`src/hdc_pkg.sv`:
```
// ----------------------------------------------------------------------------
// hdc_pkg
// Shared types, codes and lookup functions of the HTTP date clock calibrator.
// ----------------------------------------------------------------------------
package hdc_pkg;

  // header block size limit and derived counter width
  localparam int MAX_HEADER_BYTES = 4096;
  localparam int BC_W             = $clog2(MAX_HEADER_BYTES + 2);

  // length of an IMF-fixdate value
  localparam int DATE_LEN = 29;

  // action codes of an input transaction
  localparam logic [1:0] ACT_BYTE = 2'd0;
  localparam logic [1:0] ACT_END  = 2'd1;
  localparam logic [1:0] ACT_CORR = 2'd2;
  localparam logic [1:0] ACT_NONE = 2'd3;

  // result kinds
  localparam logic KIND_STATUS = 1'b0;
  localparam logic KIND_TIME   = 1'b1;

  // characters
  localparam logic [7:0] CH_CR    = 8'h0d;
  localparam logic [7:0] CH_LF    = 8'h0a;
  localparam logic [7:0] CH_TAB   = 8'h09;
  localparam logic [7:0] CH_SPACE = 8'h20;
  localparam logic [7:0] CH_COLON = 8'h3a;
  localparam logic [7:0] CH_COMMA = 8'h2c;

  // month and weekday codes for no match
  localparam logic [3:0] MONTH_NONE = 4'd12;
  localparam logic [2:0] WDAY_NONE  = 3'd7;

  // controller states
  typedef enum logic [3:0] {
    ST_IDLE,
    ST_BYTE,
    ST_BYTE2,
    ST_PARSE0,
    ST_PARSE1,
    ST_PARSE2,
    ST_PARSE3,
    ST_EOB,
    ST_CORR
  } state_t;

  // datapath operations
  typedef enum logic [3:0] {
    OP_NONE,
    OP_BYTE,
    OP_BYTE2,
    OP_PARSE0,
    OP_PARSE1,
    OP_PARSE2,
    OP_PARSE3,
    OP_EOB,
    OP_CORR
  } op_t;

  // controller to datapath
  typedef struct packed {
    logic load;
    op_t  op;
  } cmd_t;

  // datapath to controller
  typedef struct packed {
    logic second_byte;
    logic parse_start;
    logic out_free;
  } status_t;

  // month name to index, MONTH_NONE when unknown
  function automatic logic [3:0] month_index(input logic [23:0] name);
    logic [3:0] m;
    case (name)
      "Jan":   m = 4'd0;
      "Feb":   m = 4'd1;
      "Mar":   m = 4'd2;
      "Apr":   m = 4'd3;
      "May":   m = 4'd4;
      "Jun":   m = 4'd5;
      "Jul":   m = 4'd6;
      "Aug":   m = 4'd7;
      "Sep":   m = 4'd8;
      "Oct":   m = 4'd9;
      "Nov":   m = 4'd10;
      "Dec":   m = 4'd11;
      default: m = MONTH_NONE;
    endcase
    return m;
  endfunction

  // weekday name to index from sunday, WDAY_NONE when unknown
  function automatic logic [2:0] wday_index(input logic [23:0] name);
    logic [2:0] d;
    case (name)
      "Sun":   d = 3'd0;
      "Mon":   d = 3'd1;
      "Tue":   d = 3'd2;
      "Wed":   d = 3'd3;
      "Thu":   d = 3'd4;
      "Fri":   d = 3'd5;
      "Sat":   d = 3'd6;
      default: d = WDAY_NONE;
    endcase
    return d;
  endfunction

  // days in month, february without leap day
  function automatic logic [4:0] month_len(input logic [3:0] m);
    logic [4:0] n;
    case (m)
      4'd1:                   n = 5'd28;
      4'd3, 4'd5, 4'd8, 4'd10: n = 5'd30;
      default:                n = 5'd31;
    endcase
    return n;
  endfunction

  // days before the month in a common year
  function automatic logic [8:0] month_start(input logic [3:0] m);
    logic [8:0] n;
    case (m)
      4'd0:    n = 9'd0;
      4'd1:    n = 9'd31;
      4'd2:    n = 9'd59;
      4'd3:    n = 9'd90;
      4'd4:    n = 9'd120;
      4'd5:    n = 9'd151;
      4'd6:    n = 9'd181;
      4'd7:    n = 9'd212;
      4'd8:    n = 9'd243;
      4'd9:    n = 9'd273;
      4'd10:   n = 9'd304;
      default: n = 9'd334;
    endcase
    return n;
  endfunction

endpackage

```
`src/hdc_if.sv`:
```
// ----------------------------------------------------------------------------
// hdc_if
// Valid/ready channels of the calibrator: input transactions and results.
// ----------------------------------------------------------------------------
interface hdc_in_if;
  logic        valid;
  logic        ready;
  logic [1:0]  action;
  logic [7:0]  header_byte;
  logic [33:0] local_time;
  logic [63:0] start_time;

  modport source (output valid, action, header_byte, local_time, start_time,
                  input ready);
  modport sink   (input valid, action, header_byte, local_time, start_time,
                  output ready);
endinterface

interface hdc_out_if;
  logic        valid;
  logic        ready;
  logic        result_kind;
  logic        calibrated_ok;
  logic [63:0] time_out;

  modport source (output valid, result_kind, calibrated_ok, time_out,
                  input ready);
  modport sink   (input valid, result_kind, calibrated_ok, time_out,
                  output ready);
endinterface

```
`src/hdc_ctrl.sv`:
```
// ----------------------------------------------------------------------------
// hdc_ctrl
// Controller: sequences byte scanning, date parsing, end of block and
// correction steps of the datapath.
// ----------------------------------------------------------------------------
module hdc_ctrl
  import hdc_pkg::*;
(
  input  logic       clk,
  input  logic       rst,
  input  logic       in_valid,
  input  logic [1:0] in_action,
  output logic       in_ready,
  output cmd_t       cmd,
  input  status_t    status
);

  state_t state, state_next;

  // state register
  always_ff @(posedge clk) begin
    if (rst) begin
      state <= ST_IDLE;
    end else begin
      state <= state_next;
    end
  end

  // next state and commands
  always_comb begin
    state_next = state;
    cmd.load   = 1'b0;
    cmd.op     = OP_NONE;
    in_ready   = 1'b0;
    unique case (state)
      ST_IDLE: begin
        in_ready = 1'b1;
        if (in_valid) begin
          cmd.load = 1'b1;
          unique case (in_action)
            ACT_BYTE: state_next = ST_BYTE;
            ACT_END:  state_next = ST_EOB;
            ACT_CORR: state_next = ST_CORR;
            ACT_NONE: state_next = ST_IDLE;
            default:  state_next = ST_IDLE;
          endcase
        end
      end
      ST_BYTE: begin
        cmd.op = OP_BYTE;
        if (status.second_byte) begin
          state_next = ST_BYTE2;
        end else if (status.parse_start) begin
          state_next = ST_PARSE0;
        end else begin
          state_next = ST_IDLE;
        end
      end
      ST_BYTE2: begin
        cmd.op     = OP_BYTE2;
        state_next = ST_IDLE;
      end
      ST_PARSE0: begin
        cmd.op     = OP_PARSE0;
        state_next = ST_PARSE1;
      end
      ST_PARSE1: begin
        cmd.op     = OP_PARSE1;
        state_next = ST_PARSE2;
      end
      ST_PARSE2: begin
        cmd.op     = OP_PARSE2;
        state_next = ST_PARSE3;
      end
      ST_PARSE3: begin
        cmd.op     = OP_PARSE3;
        state_next = ST_IDLE;
      end
      ST_EOB: begin
        if (status.out_free) begin
          cmd.op     = OP_EOB;
          state_next = ST_IDLE;
        end
      end
      ST_CORR: begin
        if (status.out_free) begin
          cmd.op     = OP_CORR;
          state_next = ST_IDLE;
        end
      end
      default: state_next = ST_IDLE;
    endcase
  end

endmodule

```
`src/hdc_datapath.sv`:
```
// ----------------------------------------------------------------------------
// hdc_datapath
// Datapath: line scanner, Date value capture, fixdate parser, offset latch,
// start time correction and the result register.
// ----------------------------------------------------------------------------
module hdc_datapath
  import hdc_pkg::*;
(
  input  logic        clk,
  input  logic        rst,
  input  cmd_t        cmd,
  output status_t     status,
  input  logic [7:0]  header_byte,
  input  logic [33:0] local_time,
  input  logic [63:0] start_time,
  input  logic        out_ready,
  output logic        out_valid,
  output logic        result_kind,
  output logic        calibrated_ok,
  output logic [63:0] time_out
);

  // latched transaction
  logic [7:0]  cur_byte;
  logic [33:0] local_q;
  logic [63:0] start_q;

  // calibration
  logic               offset_valid;
  logic signed [17:0] clock_offset;

  // scan state
  logic [BC_W-1:0] byte_count;
  logic [2:0]      line_bytes;
  logic            prev_cr;
  logic            prefix_match;
  logic [5:0]      value_len;
  logic [5:0]      trimmed_len;
  logic [7:0]      date_text [DATE_LEN];
  logic [1:0]      date_lines_seen;
  logic [32:0]     server_seconds;
  logic            server_ok;
  logic            scan_phase;
  logic            len_ok;

  // parser pipeline
  logic [6:0]  p_day, p_hour, p_min, p_sec;
  logic [13:0] p_year;
  logic [3:0]  p_month;
  logic [2:0]  p_wday;
  logic        p_fmt;
  logic [15:0] days;
  logic [16:0] hms;
  logic        p_ok;
  logic [32:0] prod_q;
  logic [32:0] secs_q;

  // content byte decode
  logic [7:0] cb;
  logic [7:0] tag_char;
  logic       prefix_hit, ws, take, do_content, line_end, parse_start;
  logic [5:0] vlen_inc;
  logic [2:0] lb_inc;

  always_comb begin
    cb = (cmd.op == OP_BYTE && prev_cr) ? CH_CR : cur_byte;
    case (line_bytes[1:0])
      2'd0:    tag_char = "d";
      2'd1:    tag_char = "a";
      2'd2:    tag_char = "t";
      default: tag_char = "e";
    endcase
    prefix_hit = (line_bytes < 3'd4) ? ((cb | 8'h20) == tag_char) : (cb == CH_COLON);
    ws         = (cb == CH_SPACE) || (cb == CH_TAB);
    take       = prefix_match && !(value_len == 6'd0 && ws);
    vlen_inc   = (value_len == 6'd63) ? value_len : value_len + 6'd1;
    lb_inc     = (line_bytes == 3'd7) ? line_bytes : line_bytes + 3'd1;
    do_content = (cmd.op == OP_BYTE2) ||
                 (cmd.op == OP_BYTE && !scan_phase &&
                  (prev_cr ? (cur_byte != CH_LF) : (cur_byte != CH_CR)));
    line_end   = cmd.op == OP_BYTE && !scan_phase && prev_cr && cur_byte == CH_LF;
    parse_start = line_end && line_bytes >= 3'd5 && prefix_match &&
                  date_lines_seen == 2'd0;
  end

  assign status.second_byte = cmd.op == OP_BYTE && !scan_phase && prev_cr &&
                              cur_byte != CH_LF && cur_byte != CH_CR;
  assign status.parse_start = parse_start;
  assign status.out_free    = !out_valid || out_ready;

  // fixdate field extraction
  logic        fmt_c, digits_ok;
  logic [6:0]  day_c, hour_c, min_c, sec_c;
  logic [13:0] year_c;

  function automatic logic is_digit(input logic [7:0] c);
    return c >= "0" && c <= "9";
  endfunction

  function automatic logic [6:0] two_dig(input logic [7:0] a, input logic [7:0] b);
    return 7'({3'b0, a[3:0]} * 7'd10) + {3'b0, b[3:0]};
  endfunction

  always_comb begin
    digits_ok = is_digit(date_text[5])  && is_digit(date_text[6])  &&
                is_digit(date_text[12]) && is_digit(date_text[13]) &&
                is_digit(date_text[14]) && is_digit(date_text[15]) &&
                is_digit(date_text[17]) && is_digit(date_text[18]) &&
                is_digit(date_text[20]) && is_digit(date_text[21]) &&
                is_digit(date_text[23]) && is_digit(date_text[24]);
    fmt_c = len_ok && digits_ok &&
            date_text[3] == CH_COMMA && date_text[4] == CH_SPACE &&
            date_text[7] == CH_SPACE && date_text[11] == CH_SPACE &&
            date_text[16] == CH_SPACE && date_text[19] == CH_COLON &&
            date_text[22] == CH_COLON && date_text[25] == CH_SPACE &&
            date_text[26] == "G" && date_text[27] == "M" && date_text[28] == "T";
    day_c  = two_dig(date_text[5], date_text[6]);
    hour_c = two_dig(date_text[17], date_text[18]);
    min_c  = two_dig(date_text[20], date_text[21]);
    sec_c  = two_dig(date_text[23], date_text[24]);
    year_c = 14'({7'b0, two_dig(date_text[12], date_text[13])} * 14'd100) +
             {7'b0, two_dig(date_text[14], date_text[15])};
  end

  // calendar arithmetic, years 2020 to 2100 only
  logic       leap;
  logic [4:0] dmax;
  logic [7:0] yoff;
  logic [15:0] days_c;
  logic       ok1_c;

  always_comb begin
    leap   = p_year[1:0] == 2'd0 && p_year != 14'd2100;
    dmax   = month_len(p_month) + {4'b0, (p_month == 4'd1) && leap};
    yoff   = 8'(p_year - 14'd1970);
    days_c = 16'({8'b0, yoff} * 16'd365) + 16'((9'({1'b0, yoff} + 9'd1)) >> 2) +
             {7'b0, month_start(p_month)} + {15'b0, (p_month > 4'd1) && leap} +
             {9'b0, p_day} - 16'd1;
    ok1_c  = p_fmt && p_year >= 14'd2020 && p_year <= 14'd2100 &&
             p_month != MONTH_NONE && p_wday != WDAY_NONE &&
             p_day >= 7'd1 && p_day <= {2'b0, dmax} &&
             p_hour <= 7'd23 && p_min <= 7'd59 && p_sec <= 7'd59;
  end

  // weekday by reciprocal of seven
  logic [13:0] quot7;
  logic [15:0] rem_full;
  logic [2:0]  rem7, wday_c;

  always_comb begin
    quot7    = prod_q[32:19];
    rem_full = days - 16'({2'b0, quot7} * 16'd7);
    rem7     = rem_full[2:0];
    wday_c   = (rem7 >= 3'd3) ? rem7 - 3'd3 : rem7 + 3'd4;
  end

  // end of block check
  logic signed [34:0] diff;
  logic [3:0]         raw;
  logic               cal_ok;

  always_comb begin
    diff   = $signed({2'b0, server_seconds}) - $signed({1'b0, local_q});
    raw    = {1'b0, line_bytes} + {3'b0, prev_cr};
    cal_ok = byte_count <= BC_W'(MAX_HEADER_BYTES) && local_q != 34'd0 &&
             !(!scan_phase && raw >= 4'd2) && date_lines_seen == 2'd1 &&
             server_ok && diff >= -35'sd86400 && diff <= 35'sd86400;
  end

  // start time correction
  logic [64:0] sum;
  logic [63:0] corrected;

  always_comb begin
    sum = {1'b0, start_q} + {{47{clock_offset[17]}}, clock_offset};
    if (start_q == 64'd0 || !offset_valid) begin
      corrected = start_q;
    end else begin
      corrected = sum[64] ? 64'd0 : sum[63:0];
    end
  end

  // transaction latch
  always_ff @(posedge clk) begin
    if (cmd.load) begin
      cur_byte <= header_byte;
      local_q  <= local_time;
      start_q  <= start_time;
    end
  end

  // value capture
  always_ff @(posedge clk) begin
    if (do_content && line_bytes >= 3'd5 && take && value_len < 6'(DATE_LEN)) begin
      date_text[value_len[4:0]] <= cb;
    end
  end

  // scan and calibration state
  always_ff @(posedge clk) begin
    if (rst) begin
      offset_valid    <= 1'b0;
      clock_offset    <= '0;
      byte_count      <= '0;
      line_bytes      <= '0;
      prev_cr         <= 1'b0;
      prefix_match    <= 1'b1;
      value_len       <= '0;
      trimmed_len     <= '0;
      date_lines_seen <= '0;
      server_seconds  <= '0;
      server_ok       <= 1'b0;
      scan_phase      <= 1'b0;
      len_ok          <= 1'b0;
    end else if (cmd.op == OP_EOB) begin
      if (!offset_valid && cal_ok) begin
        offset_valid <= 1'b1;
        clock_offset <= diff[17:0];
      end
      byte_count      <= '0;
      line_bytes      <= '0;
      prev_cr         <= 1'b0;
      prefix_match    <= 1'b1;
      value_len       <= '0;
      trimmed_len     <= '0;
      date_lines_seen <= '0;
      server_seconds  <= '0;
      server_ok       <= 1'b0;
      scan_phase      <= 1'b0;
    end else if (cmd.op == OP_PARSE3) begin
      server_ok      <= p_ok && wday_c == p_wday;
      server_seconds <= (p_ok && wday_c == p_wday) ? secs_q + {16'b0, hms} : '0;
    end else begin
      if (cmd.op == OP_BYTE) begin
        if (byte_count <= BC_W'(MAX_HEADER_BYTES)) begin
          byte_count <= byte_count + BC_W'(1);
        end
        if (!scan_phase) begin
          prev_cr <= cur_byte == CH_CR;
        end
      end
      // end of line
      if (line_end) begin
        if (line_bytes == 3'd0) begin
          scan_phase <= 1'b1;
        end else begin
          if (line_bytes >= 3'd5 && prefix_match && date_lines_seen != 2'd2) begin
            date_lines_seen <= date_lines_seen + 2'd1;
          end
          line_bytes   <= '0;
          prefix_match <= 1'b1;
          value_len    <= '0;
          trimmed_len  <= '0;
        end
        len_ok <= trimmed_len == 6'(DATE_LEN);
      end
      // one content byte of the line
      if (do_content) begin
        if (line_bytes < 3'd5) begin
          if (!prefix_hit) begin
            prefix_match <= 1'b0;
          end
        end else if (take) begin
          value_len <= vlen_inc;
          if (!ws) begin
            trimmed_len <= vlen_inc;
          end
        end
        line_bytes <= lb_inc;
      end
    end
  end

  // parser stages
  always_ff @(posedge clk) begin
    unique case (cmd.op)
      OP_PARSE0: begin
        p_fmt   <= fmt_c;
        p_day   <= day_c;
        p_hour  <= hour_c;
        p_min   <= min_c;
        p_sec   <= sec_c;
        p_year  <= year_c;
        p_month <= month_index({date_text[8], date_text[9], date_text[10]});
        p_wday  <= wday_index({date_text[0], date_text[1], date_text[2]});
      end
      OP_PARSE1: begin
        days <= days_c;
        p_ok <= ok1_c;
        hms  <= 17'({10'b0, p_hour} * 17'd3600) + 17'({10'b0, p_min} * 17'd60) +
                {10'b0, p_sec};
      end
      OP_PARSE2: begin
        prod_q <= 33'(days * 17'd74899);
        secs_q <= 33'(days * 17'd86400);
      end
      default: ;
    endcase
  end

  // result register
  always_ff @(posedge clk) begin
    if (rst) begin
      out_valid <= 1'b0;
    end else if (cmd.op == OP_EOB || cmd.op == OP_CORR) begin
      out_valid <= 1'b1;
    end else if (out_ready) begin
      out_valid <= 1'b0;
    end
  end

  always_ff @(posedge clk) begin
    if (cmd.op == OP_EOB) begin
      result_kind   <= KIND_STATUS;
      calibrated_ok <= offset_valid || cal_ok;
      time_out      <= '0;
    end else if (cmd.op == OP_CORR) begin
      result_kind   <= KIND_TIME;
      calibrated_ok <= offset_valid;
      time_out      <= corrected;
    end
  end

endmodule

```
`src/http_date_clock_calibrator.sv`:
```
// ----------------------------------------------------------------------------
// http_date_clock_calibrator
// Calibrates a local clock from the Date line of an HTTP response header and
// corrects start timestamps by the latched offset.
// ----------------------------------------------------------------------------
// One transaction is taken at a time, only while the controller is idle. A
// header byte runs through the byte state, and the second byte state too
// when it follows a CR that turns out not to start a line end; the line
// end of the first Date line also runs the four stage fixdate parser. End
// of block and correction wait for a free result register; the result
// register lets the next transaction in while a result waits to be taken.
module http_date_clock_calibrator
  import hdc_pkg::*;
(
  input  logic      clk,
  input  logic      rst,
  hdc_in_if.sink    item,
  hdc_out_if.source result
);

  cmd_t    cmd;
  status_t status;

  // sequencer
  hdc_ctrl u_ctrl (
    .clk       (clk),
    .rst       (rst),
    .in_valid  (item.valid),
    .in_action (item.action),
    .in_ready  (item.ready),
    .cmd       (cmd),
    .status    (status)
  );

  // scanner, parser and result path
  hdc_datapath u_datapath (
    .clk           (clk),
    .rst           (rst),
    .cmd           (cmd),
    .status        (status),
    .header_byte   (item.header_byte),
    .local_time    (item.local_time),
    .start_time    (item.start_time),
    .out_ready     (result.ready),
    .out_valid     (result.valid),
    .result_kind   (result.result_kind),
    .calibrated_ok (result.calibrated_ok),
    .time_out      (result.time_out)
  );

endmodule

```
`src/flat_wrapper.sv`:
```
// flat-port wrapper written by rule: the top's interface ports become plain ports
module http_date_clock_calibrator_flat import hdc_pkg::*;
  (clk, rst, item_valid, item_action, item_header_byte, item_local_time, item_start_time, item_ready, result_valid, result_result_kind, result_calibrated_ok, result_time_out, result_ready);
  hdc_in_if item_i ();
  hdc_out_if result_i ();
  input  logic clk;
  input  logic rst;
  input wire logic [$bits(item_i.valid)-1:0] item_valid;
  input wire logic [$bits(item_i.action)-1:0] item_action;
  input wire logic [$bits(item_i.header_byte)-1:0] item_header_byte;
  input wire logic [$bits(item_i.local_time)-1:0] item_local_time;
  input wire logic [$bits(item_i.start_time)-1:0] item_start_time;
  output wire logic [$bits(item_i.ready)-1:0] item_ready;
  output wire logic [$bits(result_i.valid)-1:0] result_valid;
  output wire logic [$bits(result_i.result_kind)-1:0] result_result_kind;
  output wire logic [$bits(result_i.calibrated_ok)-1:0] result_calibrated_ok;
  output wire logic [$bits(result_i.time_out)-1:0] result_time_out;
  input wire logic [$bits(result_i.ready)-1:0] result_ready;
  assign item_i.valid = item_valid;
  assign item_i.action = item_action;
  assign item_i.header_byte = item_header_byte;
  assign item_i.local_time = item_local_time;
  assign item_i.start_time = item_start_time;
  assign item_ready = item_i.ready;
  assign result_valid = result_i.valid;
  assign result_result_kind = result_i.result_kind;
  assign result_calibrated_ok = result_i.calibrated_ok;
  assign result_time_out = result_i.time_out;
  assign result_i.ready = result_ready;
  http_date_clock_calibrator u_core (.clk(clk), .rst(rst), .item(item_i), .result(result_i));
endmodule
```
`config.mk`:
```
export PLATFORM = sky130hd
export DESIGN_NAME = http_date_clock_calibrator_flat
export DESIGN_NICKNAME = d
export VERILOG_FILES = /design/src/hdc_pkg.sv /design/src/hdc_if.sv /design/src/hdc_ctrl.sv /design/src/hdc_datapath.sv /design/src/http_date_clock_calibrator.sv /design/src/flat_wrapper.sv
export SDC_FILE = /design/constraint.sdc
export NUM_CORES = 2
export LEC_CHECK = 0
export ABC_AREA = 1
export ABC_CLOCK_PERIOD_IN_PS = 12100
export BUFFER_PORTS_ARGS = -buffer_cell sky130_fd_sc_hd__buf_2
export CORE_ASPECT_RATIO = 1.2
export CORE_MARGIN = 4
export CORE_UTILIZATION = 39
export DETAILED_ROUTE_END_ITERATION = 7
export GPL_TIMING_DRIVEN = 0
export PLACE_DENSITY = 0.55
export SLEW_MARGIN = 10
export SYNTH_ARGS = -nofsm -noshare
export SYNTH_HDL_FRONTEND = slang
export SYNTH_SLANG_ARGS = --single-unit
```
`constraint.sdc`:
```
create_clock -name clk -period 12.1 [get_ports clk]
set_clock_uncertainty 0.1 [all_clocks]
set_input_delay 2.42 -clock clk [delete_from_list [all_inputs] [get_ports clk]]
set_output_delay 2.42 -clock clk [all_outputs]
set_load 0.01 [all_outputs]
```
Word-level counts from Yosys, hierarchy flattened
Memories as Yosys holds them, arrays and structs flattened. A register that Yosys moved wholly into a read port is not among the register bits.
Cells that the tools add are included.
{"block": "classes", "eq_ne": 77, "bitwise_logic": 4, "n_reduce_logical": 107, "mul": 13, "addsub": 28, "div_mod_pow": 0, "mux": 51, "magnitude_cmp": 41, "n_shift": 0}
{"cell": "$eq 24x23->1 const B", "n": 19}
{"cell": "$mux 64", "n": 2}
{"cell": "$ge 8x6->1 const B", "n": 12}
{"cell": "$le 8x6->1 const B", "n": 12}
{"cell": "$eq 8x6->1 const B", "n": 10}
{"cell": "$logic_and 1x1->1", "n": 73}
{"cell": "$mux 6", "n": 12}
{"cell": "$add 64x65->65", "n": 1}
{"cell": "$logic_not 64->1", "n": 1}
{"cell": "$pmux 4 s12", "n": 1}
{"cell": "$add 7x4->7", "n": 6}
{"cell": "$eq 4x3->1 const B", "n": 9}
{"cell": "$mul 4x3->6 const B", "n": 6}
{"cell": "$ge 35x18->1 const B", "n": 1}
{"cell": "$le 35x18->1 const B", "n": 1}
{"cell": "$sub 33x34->35", "n": 1}
{"cell": "$reduce_bool 34->1", "n": 1}
{"cell": "$add 33x17->33", "n": 1}
{"cell": "$mul 16x17->33 const B", "n": 1}
{"cell": "$mux 33", "n": 1}
{"cell": "$add 16x7->16", "n": 2}
{"cell": "$pmux 4 s8", "n": 1}
{"cell": "$mul 16x10->26 const B", "n": 1}
{"cell": "$eq 8x4->1 const B", "n": 3}
{"cell": "other kinds (75)", "n": 143}
{"block": "word_totals", "mem_bits_ro": 144, "word_cells": 357, "mem_count": 2, "output_inout_bits": 68, "latchBits": 0, "ramBits": 232, "inputBits": 112, "ff_bits": 407}
{"memory": "u_core.u_datapath.date_text", "depth": 29, "word_bits": 8, "rd": 29, "rd_clocked_by_memory_dff": 0, "write_ports": 1, "line_no": "hdc_datapath.sv:39", "source": "logic [7:0] date_text [DATE_LEN];"}
{"memory": "(name not given)", "depth": 16, "word_bits": 9, "rd": 1, "rd_clocked_by_memory_dff": 1, "write_ports": 0, "line_no": "hdc_pkg.sv:126", "source": "case (m)"}

Longest topological paths before layout
An unclocked memory read counts as a cell.
{"block": "depth", "ltp_word": 26, "ltp_mapped": 32}

Cells and area by module
From an unflattened synthesis, not the netlist that was laid out.
{"block": "unflattened", "hier_cells": 4858, "hier_area_um2": 42918.7}
{"mod": "hdc_datapath", "area_each_um2": 42559.6, "cells_per_inst": 4801, "n_inst": 1}
{"mod": "hdc_ctrl", "area_each_um2": 359.1, "cells_per_inst": 57, "n_inst": 1}

Worst setup path after synthesis
Ideal clock, no wire load.
{"block": "synth_path", "kind": "input -> register", "from": "input item_valid", "to": "register u_core.u_datapath.cur_byte[0] (enable)", "n_path_buf": 0, "stages": 2, "setup_slack_ns": 4.596, "arrival_time_ns": 6.832, "cell_sequence": "inv_1 -> nor2_1"}
{"item": "start, declared", "line_no": "flat_wrapper.sv:8", "source": "input wire logic [$bits(item_i.valid)-1:0] item_valid;"}
{"item": "end signal, assigned", "line_no": "hdc_datapath.sv:186", "source": "cur_byte <= header_byte;"}
{"item": "end, declared", "line_no": "hdc_datapath.sv:24", "source": "logic [7:0] cur_byte;"}

Worst setup path in the final report
{"block": "layout_path", "from": "register u_core.u_datapath.p_year[1]", "to": "register u_core.u_datapath.days[14] (data pin)"}
{"block": "layout_between", "elab_chain_len": 7}
{"item": "start, declared", "line_no": "hdc_datapath.sv:48", "source": "logic [13:0] p_year;"}
{"item": "start signal, assigned", "line_no": "hdc_datapath.sv:283", "source": "p_year <= year_c;"}
{"item": "$sub 8x8->8", "line_no": "hdc_datapath.sv:135", "source": "yoff = 8'(p_year - 14'd1970);"}
{"item": "$mul 8x9->16 / $add 8x1->9 (equally long branches)", "line_no": "hdc_datapath.sv:136", "source": "days_c = 16'({8'b0, yoff} * 16'd365) + 16'((9'({1'b0, yoff} + 9'd1)) >> 2) +"}
{"item": "$add 16x7->16", "line_no": "hdc_datapath.sv:136"}
{"item": "$add 16x9->16", "line_no": "hdc_datapath.sv:136"}
{"item": "$add 16x1->16 *", "line_no": "hdc_datapath.sv:137", "source": "{7'b0, month_start(p_month)} + {15'b0, (p_month > 4'd1) && leap} +"}
{"item": "$add 16x7->16 *", "line_no": "hdc_datapath.sv:137"}
{"item": "$sub 16x1->16 *", "line_no": "hdc_datapath.sv:138", "source": "{9'b0, p_day} - 16'd1;"}
{"item": "net u_core.u_datapath.days_c[14]", "line_no": "hdc_datapath.sv:129", "source": "logic [15:0] days_c;"}
{"item": "end signal, assigned", "line_no": "hdc_datapath.sv:288", "source": "days <= days_c;"}
{"item": "end, declared", "line_no": "hdc_datapath.sv:52", "source": "logic [15:0] days;"}
The timed path passes the listed nets; every way through them passes the cells marked *.
A chain may end at the register's enable or synchronous reset.

==> impl_metrics.prom <==
# TYPE chip_impl_metric gauge
chip_impl_info{name="status",value="finished, final reports clean"} 1
chip_impl_metric{name="grt_antenna_before_repair",unit=""} 2
chip_impl_metric{name="synth.distinct_cells",unit=""} 60
chip_impl_metric{name="cts_hold_buffers",unit=""} 0
chip_impl_info{name="critical_path.slowest_cell",value="sky130_fd_sc_hd__xnor2_1"} 1
chip_impl_info{name="critPathLaunchType",value="flip-flop"} 1
chip_impl_metric{name="dr.first_iter.drc_count",unit=""} 1829
chip_impl_metric{name="multi_input_comb_area",unit="um^2"} 22300
chip_impl_metric{name="grt_pass1_vias",unit=""} 32500
chip_impl_info{name="worst_path_class_setup",value="flip-flop to flip-flop"} 1
chip_impl_metric{name="avgSynthCellArea",unit="um^2"} 8.85
chip_impl_info{name="cts_root_buffer",value="sky130_fd_sc_hd__clkbuf_16"} 1
chip_impl_metric{name="final_min_period_over_clock_period",unit="%"} 55.2
chip_impl_metric{name="final_antenna_net_count",unit=""} 0
chip_impl_info{name="clock_tree_from_tritoncts",value="built"} 1
chip_impl_metric{name="dpl.cell_count",unit=""} 6417
chip_impl_metric{name="routed-via-count",unit=""} 32700
chip_impl_metric{name="final-setup-viol-count",unit=""} 0
chip_impl_metric{name="cts.repair.resized",unit=""} 0
chip_impl_metric{name="globalRouteTotalUtil",unit="%"} 18.8
chip_impl_metric{name="ys_warn_count",unit=""} 0
chip_impl_metric{name="clkSinkCount",unit=""} 618
chip_impl_metric{name="die_w",unit="um"} 310
chip_impl_info{name="ys_dominant_reg_cell",value="sky130_fd_sc_hd__edfxtp_1"} 1
chip_impl_metric{name="fillers",unit=""} 10700
chip_impl_metric{name="hold_viol_final",unit=""} 0
chip_impl_metric{name="fin_nets",unit=""} 5828
chip_impl_metric{name="rows",unit=""} 132
chip_impl_metric{name="drive_above_1_share",unit="%"} 7.24
chip_impl_metric{name="port-buffer-count",unit=""} 179
chip_impl_metric{name="tritoncts.num_buffers",unit=""} 70
chip_impl_metric{name="die_y",unit="um"} 370
chip_impl_metric{name="clkTransAtPathRegs",unit="ps"} 60
chip_impl_metric{name="report.final.slew_viol_count",unit=""} 0
chip_impl_metric{name="fmax",unit="MHz"} 150
chip_impl_info{name="synth_common_cells",value="sky130_fd_sc_hd__inv_1, sky130_fd_sc_hd__nand2_1, sky130_fd_sc_hd__ha_1"} 1
chip_impl_info{name="post-synth-top-count-cell",value="sky130_fd_sc_hd__inv_1"} 1
chip_impl_metric{name="grt_pass1_wl",unit="um"} 172000
chip_impl_metric{name="drt_pass1_iterations",unit=""} 6
chip_impl_metric{name="post_route_drc_violation_count",unit=""} 0
chip_impl_metric{name="power_density",unit="nW/um^2"} 166
chip_impl_metric{name="fin_setup_tns",unit="ps"} 0
chip_impl_metric{name="die-area",unit="um^2"} 115000
chip_impl_metric{name="internal_power",unit="uW"} 5030
chip_impl_metric{name="via_per_inst",unit=""} 5.00
chip_impl_metric{name="post_layout_nonfiller_instances",unit=""} 6545
chip_impl_metric{name="worst_ep_arrival_time",unit="ps"} 6980
chip_impl_metric{name="worst_slew_margin_rel",unit="%"} 19.5
chip_impl_metric{name="pwr-share-clk",unit="%"} 25.9
chip_impl_metric{name="gp_routability_congestion",unit=""} 0.934
chip_impl_metric{name="wl",unit="um"} 108000
chip_impl_metric{name="crit_required",unit="ps"} 12400
chip_impl_metric{name="asyncSetResetFlopFracSynth",unit="%"} 0
chip_impl_metric{name="clk_latency",unit="ps"} 650
chip_impl_metric{name="swShare",unit="%"} 36.4
chip_impl_info{name="critical-path-top-cell-by-count",value="sky130_fd_sc_hd__inv_1"} 1
chip_impl_metric{name="seqPwrFrac",unit="%"} 35.4
chip_impl_metric{name="crit_fanout",unit=""} 5
chip_impl_metric{name="drt-wirelength-per-cell",unit="um"} 16.5
chip_impl_metric{name="timing.critical_path.slowest_cell_delay",unit="ps"} 540
chip_impl_metric{name="min_period",unit="ps"} 6680
chip_impl_metric{name="dp_hpwl",unit="um"} 86300
chip_impl_info{name="worstSetupEndpointType",value="flip-flop"} 1
chip_impl_metric{name="reg_to_reg_setup_timing_slack",unit="ps"} 5420
chip_impl_metric{name="largest_net_degree_at_the_start_of_global_routing",unit=""} 35
chip_impl_metric{name="worst-slew-pin-transition",unit="ps"} 1200
chip_impl_metric{name="ys_seq_area_share",unit="%"} 39.6
chip_impl_metric{name="total_design_power",unit="uW"} 7910
chip_impl_info{name="ys_top_cells_by_area",value="sky130_fd_sc_hd__edfxtp_1, sky130_fd_sc_hd__ha_1, sky130_fd_sc_hd__dfxtp_1"} 1
chip_impl_metric{name="switching_power_summed_over_all_nets",unit="uW"} 2880
chip_impl_metric{name="syn_area",unit="um^2"} 42700
chip_impl_metric{name="syn-instance-count",unit=""} 4822
chip_impl_info{name="cp_top_family",value="adder cells"} 1
chip_impl_metric{name="syn2layout_area_growth",unit="%"} 12.0
chip_impl_metric{name="fp.coreArea",unit="um^2"} 108000
chip_impl_metric{name="initial_utilization",unit="%"} 39.4
chip_impl_metric{name="synth_enable_flop_cells",unit=""} 452
chip_impl_metric{name="vdd_ir_drop_max",unit="uV"} 102
chip_impl_metric{name="synth_nets",unit=""} 5568
chip_impl_info{name="rsz0062_at_grt",value="no"} 1
chip_impl_metric{name="share_comb_of_total_power",unit="%"} 38.7
chip_impl_metric{name="post_cts_setup_inserts",unit=""} 0
chip_impl_metric{name="maxCapViolCount",unit=""} 0
chip_impl_info{name="synth.largest_area_cell",value="sky130_fd_sc_hd__edfxtp_1"} 1
chip_impl_metric{name="boundaryPins",unit=""} 180
chip_impl_metric{name="max-clock-path-buffers",unit=""} 3
chip_impl_metric{name="total_leakage_power",unit="uW"} 0.0214
chip_impl_info{name="hold_class",value="flip-flop to flip-flop"} 1
chip_impl_metric{name="synth_seq_cells",unit=""} 618
chip_impl_metric{name="global_route.overflow_total",unit=""} 0
chip_impl_metric{name="portion_of_synthesized_cell_area_occupied_by_the_leading_cell_type",unit="%"} 31.8
chip_impl_metric{name="cts.htree.levels",unit=""} 3
chip_impl_metric{name="path_buf_inv",unit=""} 7
chip_impl_metric{name="sequential_cell_area",unit="um^2"} 16900
-- cells in the final DEF, fill, tap and decap left out, types with 12 or more instances in the layout --
cell type	instances
sky130_fd_sc_hd__xor2_1	124
sky130_fd_sc_hd__o21bai_1	20
sky130_fd_sc_hd__nor3_1	60
sky130_fd_sc_hd__buf_2	188
sky130_fd_sc_hd__edfxtp_1	452
sky130_fd_sc_hd__a21oi_1	415
sky130_fd_sc_hd__nor2_1	350
sky130_fd_sc_hd__a31oi_1	34
sky130_fd_sc_hd__clkbuf_1	62
sky130_fd_sc_hd__fa_1	159
sky130_fd_sc_hd__or2_2	34
sky130_fd_sc_hd__dfxtp_1	165
sky130_fd_sc_hd__a21o_1	12
sky130_fd_sc_hd__o21ai_0	227
sky130_fd_sc_hd__clkbuf_16	70
sky130_fd_sc_hd__xnor2_1	56
sky130_fd_sc_hd__nand4_1	61
sky130_fd_sc_hd__nand2_1	825
sky130_fd_sc_hd__inv_1	864
sky130_fd_sc_hd__ha_1	475
sky130_fd_sc_hd__clkinv_2	14
sky130_fd_sc_hd__o211ai_1	12
sky130_fd_sc_hd__nand3_1	214
sky130_fd_sc_hd__nor4_1	79
-- state kept, by name, indices dropped and copies added (netlist names), 8 cells and up, named ones only --
register / count
u_core.u_datapath.clock_offset: 18
u_core.u_datapath.byte_count: 13
u_core.u_datapath.start_q: 64
u_core.u_datapath.days: 16
u_core.u_datapath.p_year: 14
u_core.u_datapath.local_q: 34
u_core.u_datapath.secs_q: 22
u_core.u_datapath.hms: 17
u_core.u_datapath.date_text: 232
u_core.u_datapath.server_seconds: 33
u_core.u_datapath.time_out: 64
u_core.u_datapath.cur_byte: 8
-- metal layers --
layer,vias up,wire [um],track usage (%)
met1,15400,46000,23.0
met2,546,54400,33.9
li1,16600,-,-
met4,0,3710,6.81
met3,163,3680,2.04
met5,-,0,0
-- final cells by class --
cell class	instances	area share (%)
Antenna cell	1	0.00524
Multi-Input combinational cell	3279	46.7
Inverter	870	6.83
Sequential cell	618	35.4
Clock buffer	93	3.88
Timing Repair Buffer	188	2.28
Clock inverter	34	0.757
Tap cell	1407	3.68
Buffer	55	0.503
-- stage by stage --
step | setup slack [ps] | cell area, um^2 | hold WS, ps | util, %
floorplan | 4600 | 42700 | 300 | -
global placement | 2060 | 45300 | 302 | 41.8
detailed placement | 5310 | 45600 | 307 | 42.1
CTS | 5230 | 47800 | 319 | 44.1
global route | 4730 | 47800 | 322 | 44.1
finish | 5420 | 47800 | 317 | 44.1
-- logic make-up after synthesis --
family,after synthesis,synth area share (%)
other cells,1,0.00879
fa+ha+maj,634,21.4
xor+xnor,180,3.69
buf+inv,925,8.22
flops,618,39.6
compound gates,778,9.94
simple gates,1686,17.2
-- power by group through the flow --
stage	sequential (uW)	combinational [uW]	clock (uW)
3_5_place_dp	2840	3100	0
6_report	2800	3060	2050
3_3_place_gp	2860	3050	0
4_1_cts	2800	3130	2120
5_1_grt	2820	3620	2200
2_1_floorplan	2840	2220	0
-- final timing paths --
path	cells after the start	startpoint	to
worst max-delay path	31	u_core.u_datapath.p_year[1]	u_core.u_datapath.days[14]
worst min register to register	0	u_core.u_datapath.date_text[21][0]	u_core.u_datapath.p_min[0]
worst max register to register	31	u_core.u_datapath.p_year[1]	u_core.u_datapath.days[14]
worst min-delay path	0	u_core.u_datapath.date_text[21][0]	u_core.u_datapath.p_min[0]
Note: power is estimated with default switching activity, not from simulation.
